--- src/sv/fhd_pkg.sv ---
// fhd_pkg: shared constants, word types and control structs of the fir filter unit
// no dependencies; imported by every fhd module except fhd_ram

package fhd_pkg;

	localparam int TAP_COUNT    = 201;
	localparam int SAMPLE_BITS  = 24;
	localparam int COEF_BITS    = 18;
	localparam int FRAC_BITS    = 16;
	localparam int HALF_TAPS    = TAP_COUNT / 2;
	localparam int QUARTER_TAPS = TAP_COUNT / 4;
	localparam int ADDR_BITS    = $clog2(TAP_COUNT);
	localparam int FILL_BITS    = $clog2(TAP_COUNT + 1);
	localparam int PAIR_BITS    = $clog2(HALF_TAPS);
	localparam int DIFF_BITS    = SAMPLE_BITS + 1;
	localparam int PROD_BITS    = DIFF_BITS + COEF_BITS;
	localparam int ACC_BITS     = PROD_BITS + $clog2(HALF_TAPS);
	localparam int KIND_BITS    = 2;

	localparam logic [KIND_BITS-1:0] KIND_HILBERT = 2'd0;
	localparam logic [KIND_BITS-1:0] KIND_DERIV   = 2'd1;

	typedef struct packed {
		logic signed [SAMPLE_BITS-1:0] sample_in;
		logic                          first_sample;
	} in_word_t;

	typedef struct packed {
		logic signed [SAMPLE_BITS-1:0] filtered_sample;
		logic                          saturated;
	} out_word_t;

	typedef struct packed {
		logic start;
		logic issue;
		logic finish;
	} cmd_t;

	typedef struct packed {
		logic last_pair;
		logic pipe_busy;
		logic out_free;
	} sts_t;

endpackage

--- src/sv/fhd_ctrl.sv ---
// fhd_ctrl: sequencer for accept, pair issue, pipeline drain and result load
// depends on fhd_pkg

module fhd_ctrl (
	input  logic          clk,
	input  logic          arst_n,
	input  logic          sample_valid,
	output logic          sample_ready,
	input  fhd_pkg::sts_t sts,
	output fhd_pkg::cmd_t cmd
);

	import fhd_pkg::*;

	typedef enum logic [2:0] {
		ST_IDLE  = 3'b001,
		ST_RUN   = 3'b010,
		ST_DRAIN = 3'b100
	} state_t;

	state_t state_q;
	state_t state_d;

	always_comb begin
		state_d    = state_q;
		cmd        = '0;
		unique case (state_q)
			ST_IDLE: begin
				cmd.start = sample_valid;
				if (sample_valid) begin
					state_d = ST_RUN;
				end
			end
			ST_RUN: begin
				cmd.issue = 1'b1;
				if (sts.last_pair) begin
					state_d = ST_DRAIN;
				end
			end
			ST_DRAIN: begin
				if (!sts.pipe_busy && sts.out_free) begin
					cmd.finish = 1'b1;
					state_d    = ST_IDLE;
				end
			end
			default: begin
				state_d = ST_IDLE;
			end
		endcase
	end

	always_ff @(posedge clk or negedge arst_n) begin
		if (!arst_n) begin
			state_q <= ST_IDLE;
		end else begin
			state_q <= state_d;
		end
	end

	assign sample_ready = (state_q == ST_IDLE);

endmodule

--- config.mk ---
export PLATFORM = sky130hd
export DESIGN_NAME = fhd_ctrl
export DESIGN_NICKNAME = d
export VERILOG_FILES = /design/src/sv/fhd_pkg.sv /design/src/sv/fhd_ctrl.sv
export SDC_FILE = /design/constraint.sdc
export NUM_CORES = 1
export LEC_CHECK = 0
export BUFFER_PORTS_ARGS = -buffer_cell sky130_fd_sc_hd__buf_2
export CAP_MARGIN = 10
export CORE_AREA = 2 2 39 41
export DETAILED_ROUTE_END_ITERATION = 10
export DIE_AREA = 0 0 41 43
export PLACE_DENSITY = 0.45
export SLEW_MARGIN = 20
export SYNTH_ARGS = -nofsm -noshare
export SYNTH_HDL_FRONTEND = slang
export SYNTH_SLANG_ARGS = --single-unit
export TNS_END_PERCENT = 20
--- constraint.sdc ---
create_clock -name clk -period 1.2 [get_ports clk]
set_clock_uncertainty 0.15 [all_clocks]
set_input_delay 0.12 -clock clk [delete_from_list [all_inputs] [get_ports clk]]
set_output_delay 0.12 -clock clk [all_outputs]
set_load 0.05 [all_outputs]
== Yosys cells after proc, flatten, opt, wreduce, memory -nomap -nowiden ==
Cells that the tools add are included.
Widths: inputs -> output; s select.

* Output and inout bits: 4
* Input port bits: 6
* RAM bits: 0
* Memories: 0
* Bits in latches: 0
* Bits in read-only memories: 0
* Word-level logic and storage cells: 18
* Flip-flop bits (word level): 3

* Eq/ne operators: 6
* Add/subtract/negate cells: 0
* Bitwise logic cells: 0
* Div/mod/pow operators: 0
* Magnitude comparators: 0
* Shifts and indexed selects: 0
* Mux-type cells: 8
* Reduce and logical (&&, ||, !) cells: 3
* Multiply operators: 0

{| class="wikitable"
|+ Operators by type and width
! kind !! count
|-
| $mux 3 || 3
|-
| $pmux 3 s3 || 1
|-
| $ne 2x2->1 const B || 3
|-
| $mux 1 || 4
|-
| $eq 3x1->1 const B || 1
|-
| $eq 3x2->1 const B || 1
|-
| $eq 3x3->1 const B || 1
|-
| $reduce_and 3->1 || 1
|-
| $logic_and 1x1->1 || 1
|-
| $logic_not 1->1 || 1
|}

== Logic depth before layout (Yosys ltp) ==
Gate-level depths: netlist of the first run.

* Depth after elaboration: 4
* Mapped depth: 3
* Depth with buffers taken out: 3

== Worst setup path before layout of the first run ==
No wires, ideal clock.

* Path type: register to output
* From: reg state_q[0]
* To: out cmd[0] (netlist bit)
* Data arrival time: 2.052 ns
* Data required time: 0.930 ns
* Cell stages (with the launch flop): 2
* Slack: -1.122 ns
* Path buffers: 0
* Cell sequence: dfstp_2 > nor4b_1

{| class="wikitable"
|+ RTL lines
! item !! line !! text
|-
| start, declared || fhd_ctrl.sv:21 || <nowiki>state_t state_q;</nowiki>
|-
| start signal, assigned || fhd_ctrl.sv:56 || <nowiki>state_q <= state_d;</nowiki>
|-
| end, declared || fhd_ctrl.sv:10 || <nowiki>output fhd_pkg::cmd_t cmd</nowiki>
|}

==> results of run 1 <==
## critical path, stage by stage, from the launching register on
cell and delay [ns]:
dfstp_2 0.52, nor3b_4 0.20, and2_4 0.17, buf_8 0.13
## power groups by stage
stage / Sequential (mW) / Combinational, mW / Clock (mW)
finish: 0.201 / 0.468 / 0.175
floorplan: 0.210 / 0.328 / 0
global placement: 0.197 / 0.416 / 0
detailed placement: 0.200 / 0.424 / 0
global route: 0.213 / 0.494 / 0.195
CTS: 0.198 / 0.464 / 0.188
## final cells by class
class / count / area (sq um)
Timing Repair Buffer: 11 / 81.3
Fill cell: 152 / 1060
Tap cell: 16 / 20.0
Multi-Input combinational cell: 13 / 115
Sequential cell: 3 / 77.6
Clock buffer: 4 / 26.3
## worst max path at each step
stage / slack [ns] / from / to / cells after the start
finish: -0.32 / state_q[0] / cmd[2] / 3
global route: -0.38 / state_q[0] / cmd[2] / 3
CTS: -0.34 / state_q[0] / cmd[2] / 3
detailed placement: -0.19 / state_q[0] / cmd[2] / 3
global placement: -0.17 / state_q[0] / cmd[2] / 3
floorplan: -0.53 / state_q[0] / cmd[2] / 2
## cells by family (layout without fill, tap and decap cells)
| logic type | Yosys count | in the layout |
|---|---|---|
| simple gates | 9 | 9 |
| compound gates | 4 | 4 |
| flops | 3 | 3 |
| buf+inv | 1 | 15 |
## routing by layer
| metal | up-vias | GRT usage (%) |
|---|---|---|
| li1 | 90 | - |
| met4 | 0 | 8.00 |
| met3 | 0 | 1.57 |
| met5 | - | 0 |
| met2 | 8 | 7.81 |
| met1 | 75 | 5.86 |
## placed cells by master (no fill, tap or decap), types with 2 or more instances in the layout
cell	n
buf_4	2
a21oi_1	3
nand3b_1	3
buf_2	6
clkbuf_4	3
## timing repair
item | CTS | global route
buffers inserted | 0 | 0
hold buffers | 1 | 0
resized for setup | 5 | 2
endpoints found under the hold margin | 3 | 0
endpoints found under the setup margin | 5 | 6
pin swaps | 1 | 0
## per-stage QoR
stage / hold slack, ns / power [mW] / cells / cell area [sq um]
2_1_floorplan: -0.326 / 0.537 / 17 / 199
3_3_place_gp: -0.236 / 0.613 / 42 / 264
3_5_place_dp: -0.231 / 0.624 / 42 / 264
4_1_cts: 0.00205 / 0.850 / 47 / 315
5_1_grt: 0.0213 / 0.903 / 47 / 320
6_report: 0.00986 / 0.844 / 47 / 320
==> results.yml, run 1 <==
logic_synthesis:
  yosys-top-cells-area: "dfrtp_1 27%, dfstp_2 14%, nor3b_2 14%"
  synth_top_family_by_area: "simple AND/OR/NAND/NOR gates"
  synth-edff-count: 0
  ys_async_sr_fraction_pct: 100
  synth.distinct_cells: 11
  synthTopCellsByCount: "3 x a21oi_1, 3 x nand3b_1, 2 x dfrtp_1, 2 x nor3b_2"
  synth_seq_area_share_pct: 41.5
  synth-seq-cells: 3
  synth_warnings: 0
  yosysTopAreaCellShare_pct: 27.2
  yosys.area_share.simple_pct: 42.2
  synth_compound_area_share_pct: 12.2
  yosys.area.top_type: "dfrtp_1"
  synth_xor_area_share_pct: 0
  syn_area_sq_um: 184
  synth_fp_nets: 23
  avgSynthCellArea_sq_um: 10.8
  synth_cells: 17
  synth_mux_area_share_pct: 0
  ys.flop_type: "dfrtp_1"
  synthAdderAreaFrac_pct: 0
worst_hold_path:
  worstHoldStart: "sample_valid"
  min_to: "state_q[0]"
  hold_depth: 3
  hp-class: "in -> reg"
clocking:
  cts-htree-levels: 1
  clk-insertion-delay-late_ns: 0.23
  cts_root_buf: "clkbuf_4"
  cts_tree: "built"
  cts_sinks: 3
  clk_pin_slew_worst_paths_ns: 0.04
  cts_inserted_buffers: 3
  clk_path_buf_depth: 2
setup_path:
  critPathArrivalTime_ns: 1.25
  path_class: "reg -> out"
  worst-r2r-setup-slack_ns: -0.05
  rr_endpoint: "state_q[1]"
  rr_worst_depth: 3
  crit_path_start_kind: "flip-flop"
  crit_fanout: 3
  crit-reg2reg-launch: "state_q[0]"
  end_kind: "output pin"
  cp_data_required_time_ns: 0.93
place:
  globalplace.congestion: 0.568
  portBuffers: 9
  dp_slack_ns: -0.186
pwr:
  p_int_mw: 0.480
  power.switching_mw: 0.365
  p_sw_share_pct: 43.2
  power.share.combinational_pct: 55.4
  cellPowerDensity_nw_per_um2: 2640
  pwr-share-clk_pct: 20.8
  seqPwrFrac_pct: 23.9
  leakage_nw: 0.131
  ir_drop_mv: 0.809
routing:
  met1_length_um: 186
  drt-total-wl_um: 407
  dr.first_iter.drc_count: 0
  avgRoutedWirePerCell_um: 8.66
  top_layer: "met3"
  antenna_left: 0
  met2WireLength_um: 184
  routed-wl-met3_um: 36
  vias: 173
  via_per_inst: 3.68
  first_pass_iters: 1
  drc: 0
global_routing:
  grt_pass1_wl_um: 634
  globalRouteOverflowTotal: 0
  antenna_found_initial: 0
  grt_pass1_vias: 181
  grt_usage_pct: 5.85
  grt_max_degree: 8
final_layout:
  largest_reg_flops: 3
  utilization_pct: 23.1
  drive_above_1_share_pct: 61.3
  finalNetCount: 38
  regMostFlops: "state_q"
  area_growth_pct: 74.1
  top_regs: "state_q (3)"
  n_antenna_cell: 0
die:
  initial_core_util_pct: 13.3
  dieWidth_um: 41
  core_sq_um: 1380
  die-area_sq_um: 1760
  rows: 14
  die_h_um: 43
  io_pins: 10
timing:
  fmax_mhz: 656
  fin_ws_ns: -0.324
  hold_violations: 0
  drv_slew: 0
  min_period_over_period_pct: 127
  setup_violations: 5
  final.setup.tns_ns: -1.19
  rsz0062_at_grt: "yes"
  fin_crit_ns: 1.52
  slew_headroom_pct: 83.6
  worst_pin_slew_ns: 0.248
run:
  cap_violations: 0
outcome:
  violations: "negative setup slack"
  run_status: "complete, but fails checks"
Note: power is estimated with default switching activity, not from simulation.
==> run 2, diff against run 1 <==
--- a/config.mk
+++ b/config.mk
@@ -5,12 +5,11 @@
 export SDC_FILE = /design/constraint.sdc
 export NUM_CORES = 1
 export LEC_CHECK = 0
-export BUFFER_PORTS_ARGS = -buffer_cell sky130_fd_sc_hd__buf_2
-export CAP_MARGIN = 10
 export CORE_AREA = 2 2 39 41
 export DETAILED_ROUTE_END_ITERATION = 10
 export DIE_AREA = 0 0 41 43
-export PLACE_DENSITY = 0.45
+export DONT_BUFFER_PORTS = 1
+export PLACE_DENSITY = 0.38
 export SLEW_MARGIN = 20
 export SYNTH_ARGS = -nofsm -noshare
 export SYNTH_HDL_FRONTEND = slang
==> results.yml, run 2 (synthesis gave the netlist of run 1 again) <==
outcome:
  run_status: "complete, but fails checks"
  violations: "negative setup slack"
clocking:
  clk_path_buf_depth: 2
  clk_pin_slew_worst_paths_ns: 0.04
  cts-htree-levels: 1
  cts_inserted_buffers: 3
  cts_tree: "built"
  cts_root_buf: "clkbuf_4"
  cts_sinks: 3
  clk-insertion-delay-late_ns: 0.23
routing:
  dr.first_iter.drc_count: 0
  via_per_inst: 3.96
  avgRoutedWirePerCell_um: 9.62
  first_pass_iters: 1
  vias: 186
  drc: 0
  antenna_left: 0
  drt-total-wl_um: 452
pwr:
  power.share.combinational_pct: 56.7
  p_int_mw: 0.507
  pwr-share-clk_pct: 19.8
  ir_drop_mv: 0.709
  p_sw_share_pct: 42.6
  cellPowerDensity_nw_per_um2: 2600
  power.switching_mw: 0.376
  leakage_nw: 0.132
  finalPower_mw: 0.883
  seqPwrFrac_pct: 23.5
timing:
  worst_pin_slew_ns: 0.196
  fin_crit_ns: 1.53
  setup_violations: 5
  hold_ws_ns: 0.0306
  final.setup.tns_ns: -1.28
  hold_violations: 0
  fmax_mhz: 655
  rsz0062_at_grt: "yes"
  fin_ws_ns: -0.326
  drv_slew: 0
  min_period_over_period_pct: 127
  slew_headroom_pct: 86.8
place:
  portBuffers: 0
  dpl_cell_area_sq_um: 256
  hpwl_um: 321
  globalplace.congestion: 0.672
die:
  rows: 14
  core_sq_um: 1380
  io_pins: 10
  die-area_sq_um: 1760
  initial_core_util_pct: 13.3
  die_h_um: 43
  dieWidth_um: 41
final_layout:
  top_regs: "state_q (3)"
  final_common_cell: "buf_4"
  final_area_sq_um: 339
  area_growth_pct: 84.4
  regMostFlops: "state_q"
  drive_above_1_share_pct: 54.8
  finalNetCount: 38
  utilization_pct: 24.5
  n_antenna_cell: 0
  final_cell_mix: "6 x buf_4, 4 x dlygate4sd3_1, 3 x nand3b_1, 3 x clkbuf_4, 2 x a21oi_1"
  fillers: 149
  largest_reg_flops: 3
global_routing:
  globalRouteOverflowTotal: 0
  grt_pass1_wl_um: 807
  antenna_found_initial: 0
  grt_max_degree: 8
  grt_pass1_vias: 216
  grt_usage_pct: 7.53
setup_path:
  path_class: "reg -> out"
  cp_data_required_time_ns: 0.93
  critPathArrivalTime_ns: 1.26
  crit_path_start_kind: "flip-flop"
  worst-r2r-setup-slack_ns: -0.17
  crit_fanout: 3
  end_kind: "output pin"
worst_hold_path:
  hp-class: "in -> reg"
run:
  cap_violations: 0
run 2: cell count changes in the layout (fill, tap and decap cells not counted), sizes merged:
cell,previous run,this run
buf,10,7
dlygate4sd3,1,4
run 2: what timing repair did:
action	4_1_cts	5_1_grt
hold endpoints to repair	6	0
buffers inserted	1	0
gates resized for setup	3	0
endpoints found under the setup margin	6	6
pin swaps	2	2
hold buffers	4	0
gates cloned	0	0
run 2: power by group through the flow:
stage          registers (mW)  logic [mW]  clock network [mW]
3_3_place_gp            0.216       0.439                   0
3_5_place_dp            0.214       0.444                   0
2_1_floorplan           0.210       0.328                   0
4_1_cts                 0.206       0.505               0.190
6_report                0.207       0.501               0.175
5_1_grt                 0.213       0.530               0.205
run 2: cell type report:
type                       count  area [sq um]  area share, %
sequential                     3          77.6           22.9
clock buffer                   4          26.3           7.75
multi-input combinational     13           119           35.1
timing repair buffer          11          96.3           28.4
tap                           16          20.0           5.90
run 2: worst paths after layout:
kind	from	to	cells after the start
hold reg to reg	state_q[1]	state_q[2]	2
min in group asynchronous	arst_n	state_q[2]	2
setup / recovery	state_q[0]	cmd[2]	2
setup reg to reg	state_q[0]	state_q[1]	4
max in group asynchronous	arst_n	state_q[0]	2
hold / removal	sts[0]	state_q[2]	3
run 2: through the flow:
| stage | std cells | setup WS, ns |
|---|---|---|
| 2_1_floorplan | 17 | -0.529 |
| 3_3_place_gp | 38 | -0.107 |
| 3_5_place_dp | 38 | -0.135 |
| 4_1_cts | 47 | -0.350 |
| 5_1_grt | 47 | -0.391 |
| 6_report | 47 | -0.326 |
run 2: worst max-delay path, cell delays in order (launching register included):
cell	delay (ns)
dfstp_2	0.54
nor3b_4	0.22
and2_4	0.27
run 2: per-layer routing:
metal / vias to the layer above / track usage, % / routed length (um)
met5: - / 0 / 0
met4: 0 / 10.0 / 14
met3: 2 / 3.14 / 44
met2: 9 / 10.0 / 220
met1: 86 / 7.07 / 173
li1: 89 / - / -
